==> src/hdl/assert_macros.svh <==
// ----------------------------------------------------------------------------
// assert_macros.svh
// Assertion helpers shared by the RTL; compiled out when NO_ASSERTIONS is set.
// ----------------------------------------------------------------------------
`ifndef ASSERT_MACROS_SVH
`define ASSERT_MACROS_SVH

`ifndef NO_ASSERTIONS

// property must hold at every rising clock edge outside reset
`define ASSERT_CHECK(lbl, clk, rst, prop) \
   lbl: assert property (@(posedge clk) disable iff (rst) prop) \
      else $error("assertion failed: property does not hold");

// condition must never be seen outside reset
`define ASSERT_NEVER(lbl, clk, rst, cond) \
   lbl: assert property (@(posedge clk) disable iff (rst) !(cond)) \
      else $error("assertion failed: forbidden condition seen");

`else

`define ASSERT_CHECK(lbl, clk, rst, prop)
`define ASSERT_NEVER(lbl, clk, rst, cond)

`endif

`endif

==> src/hdl/bts_pkg.sv <==
// ----------------------------------------------------------------------------
// bts_pkg
// Types and constants of the battery trend and status monitor.
// ----------------------------------------------------------------------------
`default_nettype none

package bts_pkg;

   localparam int ADC_W      = 12;
   localparam int TIME_W     = 32;
   localparam int MV_W       = 16;
   localparam int RATIO_W    = 12;
   localparam int STREAK_W   = 8;
   localparam int STATUS_W   = 3;
   localparam int CSR_IDX_W  = 3;
   localparam int CSR_DATA_W = 32;
   localparam int PROD_W     = ADC_W + RATIO_W;

   typedef enum logic [CSR_IDX_W-1:0] {
      CSR_DIVIDER_RATIO = 3'd0,
      CSR_TREND_INTERVAL = 3'd1,
      CSR_RISE_THRESHOLD = 3'd2,
      CSR_STREAK_NEEDED = 3'd3,
      CSR_ABSENT_BELOW = 3'd4,
      CSR_CHARGE_CEILING = 3'd5,
      CSR_LOW_BELOW = 3'd6,
      CSR_HALF_BELOW = 3'd7
   } csr_index_type;

   localparam logic [RATIO_W-1:0]  RST_DIVIDER_RATIO  = 12'd512;
   localparam logic [TIME_W-1:0]   RST_TREND_INTERVAL = 32'd30000;
   localparam logic [MV_W-1:0]     RST_RISE_THRESHOLD = 16'd8;
   localparam logic [STREAK_W-1:0] RST_STREAK_NEEDED  = 8'd2;
   localparam logic [MV_W-1:0]     RST_ABSENT_BELOW   = 16'd1000;
   localparam logic [MV_W-1:0]     RST_CHARGE_CEILING = 16'd4150;
   localparam logic [MV_W-1:0]     RST_LOW_BELOW      = 16'd3400;
   localparam logic [MV_W-1:0]     RST_HALF_BELOW     = 16'd3900;

   typedef enum logic [STATUS_W-1:0] {
      STATUS_ABSENT = 3'd0,
      STATUS_CHARGING = 3'd1,
      STATUS_LOW = 3'd2,
      STATUS_HALF = 3'd3,
      STATUS_FULL = 3'd4
   } status_type;

   typedef enum logic [1:0] {
      STATE_IDLE,
      STATE_SUM,
      STATE_DIV,
      STATE_EVAL
   } bts_state_type;

   typedef struct packed {
      logic [RATIO_W-1:0]  divider_ratio;
      logic [TIME_W-1:0]   trend_interval;
      logic [MV_W-1:0]     rise_threshold;
      logic [STREAK_W-1:0] streak_needed;
      logic [MV_W-1:0]     absent_below;
      logic [MV_W-1:0]     charge_ceiling;
      logic [MV_W-1:0]     low_below;
      logic [MV_W-1:0]     half_below;
   } bts_cfg_type;

   typedef struct packed {
      logic              go;
      logic [MV_W-1:0]   mean;
      logic [TIME_W-1:0] now_ms;
   } trend_req_type;

   typedef struct packed {
      logic trend_up;
      logic evaluated;
   } trend_rsp_type;

endpackage

`default_nettype wire

==> src/hdl/bts_if.sv <==
// ----------------------------------------------------------------------------
// bts_req_if / bts_rsp_if
// Valid/ready channels for samples in and status results out.
// ----------------------------------------------------------------------------
`default_nettype none

interface bts_req_if;
   import bts_pkg::*;

   logic              valid;
   logic              ready;
   logic [ADC_W-1:0]  adc_mv;
   logic [TIME_W-1:0] now_ms;

   modport source (output valid, adc_mv, now_ms, input ready);
   modport sink (input valid, adc_mv, now_ms, output ready);
endinterface

interface bts_rsp_if;
   import bts_pkg::*;

   logic                valid;
   logic                ready;
   logic [STATUS_W-1:0] status;
   logic [MV_W-1:0]     battery_mv;
   logic [MV_W-1:0]     smoothed_mv;
   logic                rising_trend;
   logic                trend_evaluated;

   modport source (output valid, status, battery_mv, smoothed_mv, rising_trend,
                   trend_evaluated, input ready);
   modport sink (input valid, status, battery_mv, smoothed_mv, rising_trend,
                 trend_evaluated, output ready);
endinterface

`default_nettype wire

==> src/hdl/bts_ram.sv <==
// ----------------------------------------------------------------------------
// bts_ram
// Simple dual-port RAM: one write port, one read port with registered data.
// ----------------------------------------------------------------------------
`default_nettype none

module bts_ram #(
   parameter int WIDTH = 16,
   parameter int DEPTH = 6,
   localparam int ADDR_W = (DEPTH > 1) ? $clog2(DEPTH) : 1
) (
   input  wire logic              clock,
   input  wire logic              wr_en,
   input  wire logic [ADDR_W-1:0] wr_addr,
   input  wire logic [WIDTH-1:0]  wr_data,
   input  wire logic [ADDR_W-1:0] rd_addr,
   output logic      [WIDTH-1:0]  rd_data
);

   logic [WIDTH-1:0] mem_ff [DEPTH];
   logic [WIDTH-1:0] rd_data_ff;

   always_ff @(posedge clock) begin
      if (wr_en) begin
         mem_ff[wr_addr] <= wr_data;
      end
      rd_data_ff <= mem_ff[rd_addr];
   end

   assign rd_data = rd_data_ff;

endmodule

`default_nettype wire

==> src/hdl/bts_div.sv <==
// ----------------------------------------------------------------------------
// bts_div
// Restoring divider, one quotient bit per cycle.
// ----------------------------------------------------------------------------
`default_nettype none

module bts_div #(
   parameter int NUM_W = 19,
   parameter int DEN_W = 3
) (
   input  wire logic             clock,
   input  wire logic             reset,
   input  wire logic             start,
   input  wire logic [NUM_W-1:0] num,
   input  wire logic [DEN_W-1:0] den,
   output logic                  done,
   output logic      [NUM_W-1:0] quot
);

   localparam int CNT_W = $clog2(NUM_W + 1);

   logic             busy_ff, busy_in;
   logic [CNT_W-1:0] cnt_ff, cnt_in;
   logic [DEN_W-1:0] rem_ff;
   logic [NUM_W-1:0] quo_ff;
   logic [DEN_W-1:0] den_ff;
   logic [DEN_W:0]   trial;
   logic [DEN_W:0]   diff;
   logic             fits;

   assign trial = {rem_ff, quo_ff[NUM_W-1]};
   assign diff  = trial - {1'b0, den_ff};
   assign fits  = (trial >= {1'b0, den_ff});
   assign done  = busy_ff && (cnt_ff == CNT_W'(NUM_W));
   assign quot  = quo_ff;

   always_comb begin
      busy_in = busy_ff;
      cnt_in  = cnt_ff;
      if (start) begin
         busy_in = 1'b1;
         cnt_in  = '0;
      end else if (done) begin
         busy_in = 1'b0;
      end else if (busy_ff) begin
         cnt_in = cnt_ff + 1'b1;
      end
   end

   always_ff @(posedge clock) begin
      if (reset) begin
         busy_ff <= 1'b0;
         cnt_ff  <= '0;
      end else begin
         busy_ff <= busy_in;
         cnt_ff  <= cnt_in;
      end
   end

   // shift in one quotient bit per step, keep the partial remainder
   always_ff @(posedge clock) begin
      if (start) begin
         rem_ff <= '0;
         quo_ff <= num;
         den_ff <= den;
      end else if (busy_ff && !done) begin
         rem_ff <= fits ? diff[DEN_W-1:0] : trial[DEN_W-1:0];
         quo_ff <= {quo_ff[NUM_W-2:0], fits};
      end
   end

endmodule

`default_nettype wire

==> src/hdl/bts_trend.sv <==
// ----------------------------------------------------------------------------
// bts_trend
// Baseline, window timer and rise/fall streaks behind the rising trend.
// ----------------------------------------------------------------------------
`default_nettype none

module bts_trend (
   input  wire logic                   clock,
   input  wire logic                   reset,
   input  wire bts_pkg::bts_cfg_type   cfg,
   input  wire bts_pkg::trend_req_type req,
   output bts_pkg::trend_rsp_type      rsp
);
   import bts_pkg::*;

   logic [MV_W-1:0]     baseline_ff, baseline_in;
   logic [TIME_W-1:0]   start_ff, start_in;
   logic                started_ff;
   logic [STREAK_W-1:0] rise_ff, rise_in;
   logic [STREAK_W-1:0] fall_ff, fall_in;
   logic                trend_ff, trend_in;
   logic [TIME_W-1:0]   elapsed;
   logic [MV_W:0]       rise_limit;
   logic                closes;
   logic                rising;
   logic [STREAK_W-1:0] rise_inc;
   logic [STREAK_W-1:0] fall_inc;

   assign elapsed    = req.now_ms - start_ff;
   assign closes     = started_ff && (elapsed > cfg.trend_interval);
   // mean - baseline > threshold, kept unsigned
   assign rise_limit = {1'b0, baseline_ff} + {1'b0, cfg.rise_threshold};
   assign rising     = ({1'b0, req.mean} > rise_limit);
   assign rise_inc   = (rise_ff == '1) ? rise_ff : rise_ff + 1'b1;
   assign fall_inc   = (fall_ff == '1) ? fall_ff : fall_ff + 1'b1;

   always_comb begin
      baseline_in = baseline_ff;
      start_in    = start_ff;
      rise_in     = rise_ff;
      fall_in     = fall_ff;
      trend_in    = trend_ff;
      if (!started_ff || closes) begin
         baseline_in = req.mean;
         start_in    = req.now_ms;
      end
      if (closes) begin
         if (rising) begin
            rise_in = rise_inc;
            fall_in = '0;
            if (rise_inc >= cfg.streak_needed) begin
               trend_in = 1'b1;
            end
         end else begin
            fall_in = fall_inc;
            rise_in = '0;
            if (fall_inc >= cfg.streak_needed) begin
               trend_in = 1'b0;
            end
         end
      end
   end

   assign rsp.trend_up  = trend_in;
   assign rsp.evaluated = closes;

   always_ff @(posedge clock) begin
      if (reset) begin
         baseline_ff <= '0;
         start_ff    <= '0;
         started_ff  <= 1'b0;
         rise_ff     <= '0;
         fall_ff     <= '0;
         trend_ff    <= 1'b0;
      end else if (req.go) begin
         baseline_ff <= baseline_in;
         start_ff    <= start_in;
         started_ff  <= 1'b1;
         rise_ff     <= rise_in;
         fall_ff     <= fall_in;
         trend_ff    <= trend_in;
      end
   end

endmodule

`default_nettype wire

==> src/hdl/battery_trend_status_monitor.sv <==
// ----------------------------------------------------------------------------
// battery_trend_status_monitor
// Scales converter readings, averages them in a sample ring and tracks trend.
// ----------------------------------------------------------------------------
// Usage:
//   req_bus carries one converter reading (adc_mv) and the time (now_ms) per
//   transaction; rsp_bus returns exactly one result per request: status code,
//   scaled voltage, ring mean, rising trend and a window-closed flag.
//   csr_we writes one configuration register a cycle; the user must do so
//   only while idle; the block itself does not enforce it. Timing: one
//   request at a time. The bit-serial divider forms the mean from the ring
//   sum, SUM_W = 16 + clog2(WINDOW) bits wide, after a registered read of
//   the sample ring RAM; the result then enters the output register. A new
//   request is taken once the last result has entered the output register,
//   even while it waits there; if the receiver stalls, the next result holds
//   in the final stage. Reset restores the register defaults and empties the
//   ring (fill count zero) with no clearing pass.
// ----------------------------------------------------------------------------
`default_nettype none
`include "assert_macros.svh"

module battery_trend_status_monitor #(
   parameter int WINDOW = 6
) (
   input  wire logic                              clock,
   input  wire logic                              reset,
   bts_req_if.sink                                req_bus,
   bts_rsp_if.source                              rsp_bus,
   input  wire logic                              csr_we,
   input  wire logic [bts_pkg::CSR_IDX_W-1:0]     csr_index,
   input  wire logic [bts_pkg::CSR_DATA_W-1:0]    csr_wdata
);
   import bts_pkg::*;

   localparam int SLOT_W = (WINDOW > 1) ? $clog2(WINDOW) : 1;
   localparam int CNT_W  = $clog2(WINDOW + 1);
   localparam int SUM_W  = MV_W + $clog2(WINDOW);

   bts_cfg_type        cfg_ff;
   bts_state_type      state_ff, state_in;
   logic               req_ready;
   logic               req_fire;
   logic               ram_we;
   logic               div_start;
   logic               div_done;
   logic               out_load;
   logic               out_free;

   logic [PROD_W-1:0]  product;
   logic [MV_W-1:0]    mv_ff;
   logic [TIME_W-1:0]  now_ff;
   logic [SLOT_W-1:0]  slot_ff, slot_next;
   logic [CNT_W-1:0]   fill_ff, fill_next;
   logic [SUM_W-1:0]   sum_ff, sum_in;
   logic [MV_W-1:0]    ram_rdata;
   logic [MV_W-1:0]    evicted;
   logic [SUM_W-1:0]   quot;
   logic [MV_W-1:0]    mean;

   trend_req_type      trend_req;
   trend_rsp_type      trend_rsp;
   status_type         status_in;

   logic               rsp_valid_ff, rsp_valid_in;
   status_type         status_ff;
   logic [MV_W-1:0]    battery_ff;
   logic [MV_W-1:0]    smoothed_ff;
   logic               rising_ff;
   logic               evaluated_ff;

   // ---------------- configuration registers ----------------
   always_ff @(posedge clock) begin
      if (reset) begin
         cfg_ff.divider_ratio  <= RST_DIVIDER_RATIO;
         cfg_ff.trend_interval <= RST_TREND_INTERVAL;
         cfg_ff.rise_threshold <= RST_RISE_THRESHOLD;
         cfg_ff.streak_needed  <= RST_STREAK_NEEDED;
         cfg_ff.absent_below   <= RST_ABSENT_BELOW;
         cfg_ff.charge_ceiling <= RST_CHARGE_CEILING;
         cfg_ff.low_below      <= RST_LOW_BELOW;
         cfg_ff.half_below     <= RST_HALF_BELOW;
      end else if (csr_we) begin
         case (csr_index_type'(csr_index))
            CSR_DIVIDER_RATIO: begin
               cfg_ff.divider_ratio <= csr_wdata[RATIO_W-1:0];
            end
            CSR_TREND_INTERVAL: begin
               cfg_ff.trend_interval <= csr_wdata[TIME_W-1:0];
            end
            CSR_RISE_THRESHOLD: begin
               cfg_ff.rise_threshold <= csr_wdata[MV_W-1:0];
            end
            CSR_STREAK_NEEDED: begin
               cfg_ff.streak_needed <= csr_wdata[STREAK_W-1:0];
            end
            CSR_ABSENT_BELOW: begin
               cfg_ff.absent_below <= csr_wdata[MV_W-1:0];
            end
            CSR_CHARGE_CEILING: begin
               cfg_ff.charge_ceiling <= csr_wdata[MV_W-1:0];
            end
            CSR_LOW_BELOW: begin
               cfg_ff.low_below <= csr_wdata[MV_W-1:0];
            end
            CSR_HALF_BELOW: begin
               cfg_ff.half_below <= csr_wdata[MV_W-1:0];
            end
            default: begin
            end
         endcase
      end
   end

   // ---------------- sequencer ----------------
   assign out_free = !rsp_valid_ff || rsp_bus.ready;
   assign req_fire = req_bus.valid && req_ready;

   always_comb begin
      state_in  = state_ff;
      req_ready = 1'b0;
      ram_we    = 1'b0;
      div_start = 1'b0;
      out_load  = 1'b0;
      case (state_ff)
         STATE_IDLE: begin
            req_ready = 1'b1;
            if (req_bus.valid) begin
               state_in = STATE_SUM;
            end
         end
         STATE_SUM: begin
            ram_we    = 1'b1;
            div_start = 1'b1;
            state_in  = STATE_DIV;
         end
         STATE_DIV: begin
            if (div_done) begin
               state_in = STATE_EVAL;
            end
         end
         STATE_EVAL: begin
            // hold the finished result until the output register frees up
            if (out_free) begin
               out_load = 1'b1;
               state_in = STATE_IDLE;
            end
         end
         default: begin
            state_in = STATE_IDLE;
         end
      endcase
   end

   always_ff @(posedge clock) begin
      if (reset) begin
         state_ff <= STATE_IDLE;
      end else begin
         state_ff <= state_in;
      end
   end

   assign req_bus.ready = req_ready;

   // ---------------- sample path ----------------
   // Q4.8 scaling; the 24-bit product shifted by 8 always fits 16 bits
   assign product = {{RATIO_W{1'b0}}, req_bus.adc_mv} * {{ADC_W{1'b0}}, cfg_ff.divider_ratio};

   always_ff @(posedge clock) begin
      if (req_fire) begin
         mv_ff  <= product[PROD_W-1:PROD_W-MV_W];
         now_ff <= req_bus.now_ms;
      end
   end

   bts_ram #(
      .WIDTH (MV_W),
      .DEPTH (WINDOW)
   ) u_ring (
      .clock   (clock),
      .wr_en   (ram_we),
      .wr_addr (slot_ff),
      .wr_data (mv_ff),
      .rd_addr (slot_ff),
      .rd_data (ram_rdata)
   );

   // drop the overwritten sample from the running sum once the ring is full
   assign evicted   = (fill_ff == CNT_W'(WINDOW)) ? ram_rdata : '0;
   assign sum_in    = sum_ff - SUM_W'(evicted) + SUM_W'(mv_ff);
   assign slot_next = (slot_ff == SLOT_W'(WINDOW - 1)) ? '0 : slot_ff + 1'b1;
   assign fill_next = (fill_ff == CNT_W'(WINDOW)) ? fill_ff : fill_ff + 1'b1;

   always_ff @(posedge clock) begin
      if (reset) begin
         slot_ff <= '0;
         fill_ff <= '0;
         sum_ff  <= '0;
      end else if (ram_we) begin
         slot_ff <= slot_next;
         fill_ff <= fill_next;
         sum_ff  <= sum_in;
      end
   end

   bts_div #(
      .NUM_W (SUM_W),
      .DEN_W (CNT_W)
   ) u_div (
      .clock (clock),
      .reset (reset),
      .start (div_start),
      .num   (sum_in),
      .den   (fill_next),
      .done  (div_done),
      .quot  (quot)
   );

   assign mean = quot[MV_W-1:0];

   // ---------------- trend ----------------
   assign trend_req.go     = out_load;
   assign trend_req.mean   = mean;
   assign trend_req.now_ms = now_ff;

   bts_trend u_trend (
      .clock (clock),
      .reset (reset),
      .cfg   (cfg_ff),
      .req   (trend_req),
      .rsp   (trend_rsp)
   );

   always_comb begin
      if (mv_ff < cfg_ff.absent_below) begin
         status_in = STATUS_ABSENT;
      end else if (trend_rsp.trend_up && (mv_ff < cfg_ff.charge_ceiling)) begin
         status_in = STATUS_CHARGING;
      end else if (mv_ff < cfg_ff.low_below) begin
         status_in = STATUS_LOW;
      end else if (mv_ff < cfg_ff.half_below) begin
         status_in = STATUS_HALF;
      end else begin
         status_in = STATUS_FULL;
      end
   end

   // ---------------- output register ----------------
   always_comb begin
      rsp_valid_in = rsp_valid_ff;
      if (out_load) begin
         rsp_valid_in = 1'b1;
      end else if (rsp_bus.ready) begin
         rsp_valid_in = 1'b0;
      end
   end

   always_ff @(posedge clock) begin
      if (reset) begin
         rsp_valid_ff <= 1'b0;
      end else begin
         rsp_valid_ff <= rsp_valid_in;
      end
   end

   always_ff @(posedge clock) begin
      if (out_load) begin
         status_ff    <= status_in;
         battery_ff   <= mv_ff;
         smoothed_ff  <= mean;
         rising_ff    <= trend_rsp.trend_up;
         evaluated_ff <= trend_rsp.evaluated;
      end
   end

   assign rsp_bus.valid           = rsp_valid_ff;
   assign rsp_bus.status          = status_ff;
   assign rsp_bus.battery_mv      = battery_ff;
   assign rsp_bus.smoothed_mv     = smoothed_ff;
   assign rsp_bus.rising_trend    = rising_ff;
   assign rsp_bus.trend_evaluated = evaluated_ff;

   // ---------------- assertions ----------------
   `ASSERT_CHECK(a_accept_to_sum, clock, reset, req_fire |=> state_ff == STATE_SUM)
   `ASSERT_CHECK(a_fill_bound, clock, reset, fill_ff <= CNT_W'(WINDOW))
   `ASSERT_NEVER(a_slot_range, clock, reset, slot_ff > SLOT_W'(WINDOW - 1))
   `ASSERT_CHECK(a_done_in_div, clock, reset, div_done |-> state_ff == STATE_DIV)
   `ASSERT_CHECK(a_load_sets_valid, clock, reset, out_load |=> rsp_valid_ff)

endmodule

`default_nettype wire

==> src/flat_wrapper.sv <==
// flat-port wrapper written by rule: the top's interface ports become plain ports
module battery_trend_status_monitor_flat import bts_pkg::*;
#(
   parameter int WINDOW = 6
)
  (clock, reset, csr_we, csr_index, csr_wdata, req_bus_valid, req_bus_adc_mv, req_bus_now_ms, req_bus_ready, rsp_bus_valid, rsp_bus_status, rsp_bus_battery_mv, rsp_bus_smoothed_mv, rsp_bus_rising_trend, rsp_bus_trend_evaluated, rsp_bus_ready);
  bts_req_if req_bus_i ();
  bts_rsp_if rsp_bus_i ();
  input  wire logic clock;
  input  wire logic reset;
  input  wire logic csr_we;
  input  wire logic [bts_pkg::CSR_IDX_W-1:0] csr_index;
  input  wire logic [bts_pkg::CSR_DATA_W-1:0] csr_wdata;
  input wire logic [$bits(req_bus_i.valid)-1:0] req_bus_valid;
  input wire logic [$bits(req_bus_i.adc_mv)-1:0] req_bus_adc_mv;
  input wire logic [$bits(req_bus_i.now_ms)-1:0] req_bus_now_ms;
  output wire logic [$bits(req_bus_i.ready)-1:0] req_bus_ready;
  output wire logic [$bits(rsp_bus_i.valid)-1:0] rsp_bus_valid;
  output wire logic [$bits(rsp_bus_i.status)-1:0] rsp_bus_status;
  output wire logic [$bits(rsp_bus_i.battery_mv)-1:0] rsp_bus_battery_mv;
  output wire logic [$bits(rsp_bus_i.smoothed_mv)-1:0] rsp_bus_smoothed_mv;
  output wire logic [$bits(rsp_bus_i.rising_trend)-1:0] rsp_bus_rising_trend;
  output wire logic [$bits(rsp_bus_i.trend_evaluated)-1:0] rsp_bus_trend_evaluated;
  input wire logic [$bits(rsp_bus_i.ready)-1:0] rsp_bus_ready;
  assign req_bus_i.valid = req_bus_valid;
  assign req_bus_i.adc_mv = req_bus_adc_mv;
  assign req_bus_i.now_ms = req_bus_now_ms;
  assign req_bus_ready = req_bus_i.ready;
  assign rsp_bus_valid = rsp_bus_i.valid;
  assign rsp_bus_status = rsp_bus_i.status;
  assign rsp_bus_battery_mv = rsp_bus_i.battery_mv;
  assign rsp_bus_smoothed_mv = rsp_bus_i.smoothed_mv;
  assign rsp_bus_rising_trend = rsp_bus_i.rising_trend;
  assign rsp_bus_trend_evaluated = rsp_bus_i.trend_evaluated;
  assign rsp_bus_i.ready = rsp_bus_ready;
  battery_trend_status_monitor #(.WINDOW(WINDOW)) u_core (.clock(clock), .reset(reset), .req_bus(req_bus_i), .rsp_bus(rsp_bus_i), .csr_we(csr_we), .csr_index(csr_index), .csr_wdata(csr_wdata));
endmodule
==> config.mk <==
export PLATFORM = sky130hd
export DESIGN_NAME = battery_trend_status_monitor_flat
export DESIGN_NICKNAME = d
export VERILOG_FILES = /design/src/hdl/bts_pkg.sv /design/src/hdl/bts_if.sv /design/src/hdl/bts_ram.sv /design/src/hdl/bts_div.sv /design/src/hdl/bts_trend.sv /design/src/hdl/battery_trend_status_monitor.sv /design/src/flat_wrapper.sv
export VERILOG_INCLUDE_DIRS = /design/src /design/src/hdl
export SDC_FILE = /design/constraint.sdc
export NUM_CORES = 1
export LEC_CHECK = 0
export BUFFER_PORTS_ARGS = -buffer_cell sky130_fd_sc_hd__buf_2
export CORE_MARGIN = 2
export CORE_UTILIZATION = 55
export CTS_BUF_LIST = sky130_fd_sc_hd__clkbuf_4
export CTS_CLUSTER_DIAMETER = 80
export DETAILED_ROUTE_END_ITERATION = 12
export GPL_TIMING_DRIVEN = 0
export PLACE_DENSITY = 0.83
export SLEW_MARGIN = 5
export SYNTH_ARGS = -nofsm -noshare
export SYNTH_HDL_FRONTEND = slang
export SYNTH_SLANG_ARGS = --single-unit
==> constraint.sdc <==
create_clock -name clock -period 6.4 [get_ports clock]
set_clock_uncertainty 0.2 [all_clocks]
set_input_delay 0.64 -clock clock [delete_from_list [all_inputs] [get_ports clock]]
set_output_delay 0.64 -clock clock [all_outputs]
set_load 0.02 [all_outputs]
# ---- Word level (Yosys, flattened, before mapping)
# Memory sizes are Yosys's and may differ from the RTL's. A register that Yosys moved wholly into a read port is not among the register bits.
# Index checks and enable logic that the tools add are counted.
dict set report word_totals {
  out_inout_bits 39
  wordCells 134
  in_bits 84
  memories 1
  ff_bits 342
  ram_bits 96
}
# name words width rd rd_clocked_by_memory_dff wr line
set mem_list {}
lappend mem_list {u_core.u_ring.mem_ff 6 16 1 1 1 bts_ram.sv:20} ;# logic [WIDTH-1:0] mem_ff [DEPTH];
dict set report op_classes {
  mul 1
  bitwise 1
  muxes 31
  magnitude_cmp 9
  reduce_logical 30
  n_eq_ne 18
  n_addsub 10
}
# op count
set ops {}
lappend ops {{$lt 16x16->1} 4}
lappend ops {{$mux 19} 2}
lappend ops {{$gt 32x32->1} 1}
lappend ops {{$mux 8} 4}
lappend ops {{$sub 32x32->32} 1}
lappend ops {{$mul 12x12->24} 1}
lappend ops {{$reduce_and 2->1} 11}
lappend ops {{$add 19x16->19} 1}
lappend ops {{$sub 19x16->19} 1}
lappend ops {{$eq 3x3->1 const B} 6}
lappend ops {{$add 16x16->17} 1}
lappend ops {{$gt 16x17->1} 1}
lappend ops {{$add 8x1->8 const B} 2}
lappend ops {{$eq 8x8->1 const B} 2}
lappend ops {{$ge 8x8->1} 2}
lappend ops {{$mux 16} 1}
lappend ops {{$mux 1} 15}
lappend ops {{$mux 3} 4}
lappend ops {{$mux 2} 4}
lappend ops {{$pmux 2 s4} 1}
lappend ops {{$add 3x1->3 const B} 2}
lappend ops {{$eq 3x2->1 const B} 2}
lappend ops {{$reduce_bool 2->1} 3}
lappend ops {{$add 5x1->5 const B} 1}
lappend ops {{17 further kinds} 27}

# ---- Longest topological paths before layout
# Gate-level depths: netlist of the first run.
dict set report logic_depth {
  depth_word 8
  mapped_depth 25
  ltp_nobuf 24
}

# ---- Cells and area by module
# From an unflattened synthesis of the first run, not the netlist that was laid out.
dict set report unflattened {
  hier_cells 2914
  hier_area_um2 28055.7
}
# mod cells_each instances seq_area_each_um2 area_per_inst_um2
set by_module_without_submodules {}
lappend by_module_without_submodules {battery_trend_status_monitor 1753 1 5755.5 15947.8}
lappend by_module_without_submodules {bts_trend 839 1 1321.3 6576.3}
lappend by_module_without_submodules {bts_ram 215 1 3203.1 4087.7}
lappend by_module_without_submodules {bts_div 107 1 840.8 1443.9}

# ---- Least setup slack after synthesis of the first run
# OpenSTA, ideal clock, no wires.
dict set report synth_path {
  path_kind {input to register}
  start {input port req_bus_adc_mv[3]}
  end {register u_core.mv_ff[15] (data pin)}
  slack_ns 0.140
  n_path_buf 1
  t_arrival_ns 5.800
  required_time_ns 5.940
  setup_time_ns 0.260
  cell_stages 20
  path_cell_list {clkbuf_1 > nand2_1 > fa_1 > fa_1 > inv_1 > ha_1 > inv_1 > fa_1 > inv_1 > fa_1 > ha_1 > nand2_1 > or4_4 > a311oi_2 > a41oi_2 > o311a_1 > nor3_2 > a21o_2 > a21oi_2 > xnor2_1}
}
dict set report synth_via {
  elab_chain_len 1
}
# element line
set synth_rtl {}
lappend synth_rtl {{start: declaration} flat_wrapper.sv:15} ;# input wire logic [$bits(req_bus_i.adc_mv)-1:0] req_bus_adc_mv;
lappend synth_rtl {{$mul 12x12->24} battery_trend_status_monitor.sv:166} ;# assign product = {{RATIO_W{1'b0}}, req_bus.adc_mv} * {{ADC_W{1'b0}}, cfg_ff.divider_ratio};
lappend synth_rtl {{via u_core.product[23]} battery_trend_status_monitor.sv:49} ;# logic [PROD_W-1:0] product;
lappend synth_rtl {{end signal: assignment} battery_trend_status_monitor.sv:170} ;# mv_ff <= product[PROD_W-1:PROD_W-MV_W];
lappend synth_rtl {{end: declaration} battery_trend_status_monitor.sv:50} ;# logic [MV_W-1:0] mv_ff;
# The timed path passes the listed nets, and every way through them passes these cells.
# A chain may end at the register's enable or synchronous reset.

# ---- Final worst setup path of the first run
dict set report layout_path {
  start {register u_core.cfg_ff[125] in the netlist's numbering}
  end {register u_core.mv_ff[15] (data pin)}
}
dict set report layout_via {
  elab_chain_len 1
}
# element line
set layout_rtl {}
lappend layout_rtl {{start: declaration} battery_trend_status_monitor.sv:39} ;# bts_cfg_type cfg_ff;
lappend layout_rtl {{$mul 12x12->24} battery_trend_status_monitor.sv:166}
lappend layout_rtl {{via u_core.product[23]} battery_trend_status_monitor.sv:49}
# The timed path passes the listed nets, and every way through them passes these cells.

==> impl_metrics.toml, run 1 <==
[critical_path]
arrival_ns = 6.60
setup.worst_path.end_class = "register"
path_depth = 20
path_buf_inv = 4
cp-start-kind = "register"
slowest_delay_ns = 0.56
slowest_stage = "or4_4"
r2r_setup_slack_ns = 0.25
path_max_fanout = 10
crit_type = "register to register"
critPathTopFamily = "adder cells"
cp_common_cell = "fa_1"
cp.required_ns = 6.85
path_cells = "clkbuf_4 > nand2_1 > fa_1 > fa_1 > inv_1 > ha_1 > inv_1 > fa_1 > inv_1 > fa_1 > ha_1 > nand2_1 > or4_4 > a311oi_4 > a41oi_2 > o311a_1 > nor3_2 > a21o_2 > a21oi_2 > xnor2_1"
r2r_cells = 20

[synth]
synth_flop_cell = "dfxtp_1"
synth_area_sq_mm = 0.0272
syn-num-nets = 3288
ys.warnings.count = 0
ys_seq_area_share_pct = 40.8
ys_ff_latch = 454
netlist_instances = 2826
avgSynthCellArea_sq_um = 9.64
synth_cell_types = 64
async_flop_share_pct = 0
synth_edf_count = 203

[timing]
rsz0062_at_grt = "no"
finalSetupViolations = 0
final_hold_viol_count = 0
relSlewSlack_pct = 28.1
fin_crit_ns = 6.15
post-route-period-util_pct = 96.1
final-max-slew-violation-count = 0
worst_slew_pin_slew_ns = 1.05
timing.fmax_ghz = 0.163

[floorplan]
initial_core_util_pct = 55.7
ios = 123
die_w_microns = 227
die-area_sq_mm = 0.0513
die_h_microns = 227
coreArea_sq_mm = 0.0490
num_rows = 81

[power_and_ir_drop]
switchingPower_mw = 3.84
clkPwrFrac_pct = 24.4
leakagePower_nw = 13.3
pwr-share-comb_pct = 36.6
ir_worst_vdd_v = 0.000206
p_int_mw = 6.49
swShare_pct = 37.2
total_power_mw = 10.3
seq_power_share_pct = 39.0
p_per_area_mw_per_mm2 = 332

[drt]
routed_via_density = 5.44
drtIter0Drc = 1707
wl_per_cell_microns = 17.5
dr.pass1.iters = 6
drc_errors = 0
antenna_left = 0
wl_microns = 68300
vias = 21200

[grt]
grt_usage_pct = 27.1
antenna_found_initial = 5
grt_pass1_vias = 21200
grt-ovfl-total = 0
grt_first_pass_wirelength_microns = 108000
grt_max_degree = 33

[finish]
syn_to_final_growth_pct = 14.0
drive_above_1_share_pct = 11.5
fin_cells = 3897
final_area_sq_mm = 0.0311
final_util_pct = 63.5
fin_nets = 3593

[placed_design]
dp.final_hpwl_microns = 48600
placed_cell_area_sq_mm = 0.0288
port_buffers = 111
dpl.cell_count = 3611
place_congestion = 0.940

[clock_tree]
cts-buffers-inserted = 113
cts_tree = "built"
htreeDepth = 3
clock-root-buffer = "clkbuf_4"
insertion_delay_ns = 0.90
cts.sinks = 454
clock_tree.buffer_depth = 3
clk_pin_slew_ns = 0.07

[run]
cap_violations = 0

[outcome]
run_status = "finished clean"

[hold_path]
hold-path-cell-count = 5
hp-class = "input port to register"
what timing repair did:
action	4_1_cts	5_1_grt
hold buffers	69	0
gates resized for setup	4	22
buffers inserted	0	1
endpoints found under the hold margin	157	0
pin swaps	0	2
endpoints found under the setup margin	3	41
power by group through the flow:
| stage | combinational [mW] | clock, mW | sequential [mW] |
|---|---|---|---|
| floorplan | 2.76 | 0 | 3.91 |
| global placement | 3.50 | 0 | 4.08 |
| detailed placement | 3.66 | 0 | 4.07 |
| CTS | 3.72 | 2.55 | 4.01 |
| global route | 4.23 | 2.71 | 4.06 |
| finish | 3.78 | 2.52 | 4.02 |
worst min-delay path: stages:
cell and delay (ns):
clkbuf_1 0.18, nand2b_1 0.14, nor2_1 0.07, nor2_1 0.08
a211o_1 0.09
flip-flops by register name, indices dropped and copies added (netlist names), 2 cells and up:
name / flops
u_core.sum_ff: 19
u_core.rsp_bus.smoothed_mv: 16
u_core.rsp_bus.status: 3
u_core.slot_ff: 3
u_core.u_div.quot: 19
u_core.u_div.rem_ff: 3
u_core.mv_ff: 16
u_core.u_trend.start_ff: 32
u_core.rsp_bus.battery_mv: 16
u_core.state_ff: 2
u_core.u_div.cnt_ff: 5
u_core.u_trend.fall_ff: 8
u_core.u_trend.baseline_ff: 16
u_core.u_ring.mem_ff: 96
u_core.u_trend.rise_ff: 8
u_core.cfg_ff: 132
u_core.fill_ff: 3
u_core.now_ff: 32
u_core.u_div.den_ff: 3
u_core.u_ring.rd_data: 16
cells in the final DEF (no fill, tap or decap), drive strengths merged, types with 30 or more instances in the layout:
master	instances
inv	388
mux2i	70
and2	54
o21ai	63
dfxtp	251
xnor2	58
buf	134
nor2	201
clkinv	34
a21o	67
dlygate4sd3	69
ha	260
nand2	392
clkbuf	267
a21oi	229
fa	118
edfxtp	203
xor2	30
layer usage:
layer / vias to the layer above / part of all wire (%) / global-route usage (%)
met4: 0 / 4.9 / 13.8
met1: 10000 / 41 / 33.4
met2: 768 / 48 / 45.9
met5: - / 0 / 0
met3: 208 / 6.2 / 4.42
li1: 10200 / - / -
cells in the mapped netlist (4+ instances only):
| cell | instances | area share, % |
|---|---|---|
| nor3_1 | 26 | 0.48 |
| nand2b_1 | 22 | 0.51 |
| mux4_2 | 16 | 1.3 |
| xor2_1 | 30 | 0.96 |
| mux2i_1 | 70 | 2.6 |
| nor2b_1 | 21 | 0.48 |
| buf_2 | 6 | 0.11 |
| xnor2_1 | 58 | 1.9 |
| a21oi_1 | 228 | 4.2 |
| nand3_1 | 27 | 0.50 |
| dfxtp_1 | 251 | 18 |
| nor2_1 | 201 | 2.8 |
| nand2_1 | 392 | 5.4 |
| a22oi_1 | 15 | 0.41 |
| buf_1 | 4 | 0.055 |
| a221oi_1 | 5 | 0.16 |
| nand4_1 | 20 | 0.46 |
| mux2_2 | 5 | 0.21 |
| buf_4 | 4 | 0.11 |
| o211ai_1 | 6 | 0.17 |
| a21o_1 | 66 | 1.8 |
| o21a_1 | 19 | 0.52 |
| clkbuf_2 | 4 | 0.073 |
| and3_1 | 24 | 0.55 |
| o21ai_0 | 62 | 1.1 |
| ha_1 | 260 | 12 |
| and4_1 | 5 | 0.16 |
| fa_1 | 118 | 8.7 |
| edfxtp_1 | 203 | 22 |
| and2_1 | 54 | 1.2 |
| a211oi_1 | 19 | 0.52 |
| or3_1 | 6 | 0.14 |
| a211o_1 | 27 | 0.87 |
| a2111oi_0 | 5 | 0.16 |
| o21bai_1 | 7 | 0.19 |
| nand3b_1 | 12 | 0.33 |
| inv_1 | 384 | 5.3 |
| clkbuf_1 | 92 | 1.3 |
| nor4_1 | 7 | 0.16 |
| o311a_1 | 4 | 0.15 |
| a31oi_1 | 6 | 0.14 |
metrics by stage:
stage	hold slack (ns)	setup TNS [ns]	setup slack, ns
3_5_place_dp	0.248	-1.84	-0.552
2_1_floorplan	0.234	0	0.140
6_report	0.163	0	0.249
5_1_grt	0.168	0	0.00512
3_3_place_gp	0.242	-1.32	-0.446
4_1_cts	0.0860	0	0.0121
cell type report:
class                   count  area [sq um]
inverters                 384          1440
multi-input cells        1878         14300
repair buffers            191          1380
diodes                      6          15.0
fillers                  3816         17900
flip-flops and latches    454         11100
plain buffers             109           457
clock buffers             170          1280
clock inverters            41           236
well taps                 664           831
cells by family after synthesis:
family	count (synthesis)	share of synthesized area, %
flops	454	40.8
simple gates	829	13.5
xor+xnor	88	2.83
fa+ha+maj	378	20.6
compound gates	492	11.2
buf+inv	494	6.91
mux	91	4.10
final timing paths:
| path | start | end |
|---|---|---|
| max reg2reg | u_core.cfg_ff[125] | u_core.mv_ff[15] |
| max | u_core.cfg_ff[125] | u_core.mv_ff[15] |
| min reg2reg | u_core.cfg_ff[20] | u_core.cfg_ff[20] |
| min | csr_index[1] | u_core.cfg_ff[19] |
Note: power is estimated with default switching activity, not from simulation.
==> inputs of run 2 (changes only) <==
--- a/config.mk
+++ b/config.mk
@@ -8,12 +8,12 @@
 export LEC_CHECK = 0
 export BUFFER_PORTS_ARGS = -buffer_cell sky130_fd_sc_hd__buf_2
 export CORE_MARGIN = 2
-export CORE_UTILIZATION = 55
-export CTS_BUF_LIST = sky130_fd_sc_hd__clkbuf_4
+export CORE_UTILIZATION = 58
+export CTS_BUF_LIST = sky130_fd_sc_hd__clkbuf_2
 export CTS_CLUSTER_DIAMETER = 80
 export DETAILED_ROUTE_END_ITERATION = 12
 export GPL_TIMING_DRIVEN = 0
-export PLACE_DENSITY = 0.83
+export PLACE_DENSITY = 0.87
 export SLEW_MARGIN = 5
 export SYNTH_ARGS = -nofsm -noshare
 export SYNTH_HDL_FRONTEND = slang
==> run 2 against run 1 <==
Setup slack worse by 0.059 ns. Combinational power up 2%. Sequential share of layout area up 0.38 points. Cell count down 1.2%. Worst hold slack worse by 0.12 ns. Critical path type unchanged. Largest power group unchanged.
==> impl_metrics.toml, run 2 (synthesized netlist as in run 1, its figures left out) <==
[outcome]
run_status = "finished clean"

[clock_tree]
cts_tree = "built"
cts-buffers-inserted = 110
clk_pin_slew_ns = 0.15
insertion_delay_ns = 1.18
clock_tree.buffer_depth = 3
cts.sinks = 454
clock-root-buffer = "clkbuf_2"
post_cts_buffers = 0
htreeDepth = 3

[grt]
grt_first_pass_wirelength_microns = 114000
grt_usage_pct = 30.1
grt_max_degree = 33
antenna_found_initial = 2
grt-ovfl-total = 0
grt_pass1_vias = 22800

[floorplan]
ios = 123
die_w_microns = 221
die-area_sq_mm = 0.0487
num_rows = 79
initial_core_util_pct = 58.6
coreArea_sq_mm = 0.0465
die_h_microns = 221

[finish]
top_register = "u_core.cfg_ff"
reg.largest.list = "u_core.cfg_ff x132, u_core.u_ring.mem_ff x96"
drive_above_1_share_pct = 11.2
fin_nets = 3608
layout_commonest_cell = "nand2_1"
regArea_sq_mm = 0.0111
most-common-layout-cells = "nand2_1, inv_1, ha_1, dfxtp_1, a21oi_1"
largest_reg_flops = 132
syn_to_final_growth_pct = 12.8
multi_input_comb_area_sq_mm = 0.0143
nFillCells = 3423

[run]
cap_violations = 0

[power_and_ir_drop]
clkPwrFrac_pct = 20.5
swShare_pct = 39.1
switchingPower_mw = 3.89
p_int_mw = 6.05
pwr-share-comb_pct = 38.9
leakagePower_nw = 13.3
ir_worst_vdd_v = 0.000286
seq_power_share_pct = 40.6
total_power_mw = 9.93
p_per_area_mw_per_mm2 = 323

[drt]
drc_errors = 0
routed_via_density = 5.79
vias = 22300
wl_per_cell_microns = 18.9
antenna_left = 0
wl_microns = 72700
dr.pass1.iters = 8
drtIter0Drc = 1836

[critical_path]
crit_type = "register to register"
cp.required_ns = 7.06
path_max_fanout = 10
arrival_ns = 6.87
cp-start-kind = "register"
setup.worst_path.end_class = "register"

[timing]
final-max-slew-violation-count = 0
relSlewSlack_pct = 22.4
fin_crit_ns = 6.21
worst_slew_pin_slew_ns = 1.16
post-route-period-util_pct = 97.0
tns_ns = 0
finalSetupViolations = 0
timing.fmax_ghz = 0.161
final_hold_viol_count = 0

[placed_design]
place_congestion = 0.921
port_buffers = 111
dp.final_hpwl_microns = 51400

[hold_path]
hp-class = "input port to register"
==> run 2: cell types whose count changed in the layout (fill, tap and decap cells not counted), sizes merged <==
cell / previous run / this run
bufinv: 1 / 3
clkbuf: 267 / 260
clkinv: 34 / 36
clkinvlp: 2 / 1
diode: 6 / 3
dlygate4sd3: 69 / 87
inv: 388 / 387
==> run 2: metrics by stage <==
step	hold WS (ns)	setup slack (ns)	cells	util (%)	area, sq um
after floorplan	0.234	0.140	2826	-	27200
after global placement	0.242	-0.459	3544	61.5	28600
after detailed placement	0.248	-0.562	3554	61.8	28700
after CTS	0.00121	0.0658	3847	66.1	30700
after global routing	0.0176	-0.0334	3849	66.2	30700
final	0.0460	0.189	3850	66.2	30700
==> run 2: path summary, 6_finish.rpt <==
check,slack (ns),cells after the start,from,end
setup / recovery,0.19,20,u_core.cfg_ff[124],u_core.mv_ff[15]
hold / removal,0.05,2,req_bus_now_ms[22],u_core.now_ff[22]
setup reg to reg,0.19,20,u_core.cfg_ff[124],u_core.mv_ff[15]
hold reg to reg,0.25,2,u_core.now_ff[25],u_core.u_trend.start_ff[25]
==> run 2: repair_timing <==
| item | 4_1_cts | 5_1_grt |
|---|---|---|
| endpoints found under the setup margin | 5 | 51 |
| hold buffers | 87 | 0 |
| gates cloned | 0 | 0 |
| pin swaps | 0 | 1 |
| gates resized for setup | 6 | 27 |
| hold endpoints to repair | 175 | 0 |
==> run 2: layer usage <==
| layer | wire, microns | GRT usage [%] |
|---|---|---|
| met5 | 0 | 0 |
| met2 | 35300 | 51.5 |
| met3 | 5980 | 6.64 |
| met4 | 4170 | 17.3 |
| met1 | 27300 | 34.9 |
==> run 2: critical path: stages (launching register included) <==
cell and delay [ns]:
dfxtp_2 0.41, clkbuf_4 0.24, nand2_1 0.09, fa_1 0.50, fa_1 0.52, inv_1 0.04
ha_1 0.27, inv_1 0.05, fa_1 0.53, inv_1 0.06, fa_1 0.48, ha_1 0.36
nand2_1 0.08, or4_4 0.55, a311oi_4 0.39, a41oi_2 0.24, o311a_1 0.39, nor3_2 0.23
a21o_2 0.18, a21oi_2 0.06, xnor2_1 0.11
==> run 2: power groups by stage <==
stage,Clock (mW),Sequential (mW),Combinational (mW)
finish,2.04,4.03,3.86
global route,2.18,4.07,4.27
CTS,2.05,4.02,3.76
detailed placement,0,4.08,3.69
global placement,0,4.06,3.45
floorplan,0,3.91,2.76
==> run 2: area by class of cell <==
cell class	instances	area share [%]
clock inverters	43	0.879
clock buffers	163	2.65
diodes	3	0.0244
plain buffers	110	1.52
repair buffers	208	5.03
flip-flops and latches	454	36.2
multi-input cells	1878	46.6
inverters	384	4.69
well taps	607	2.47
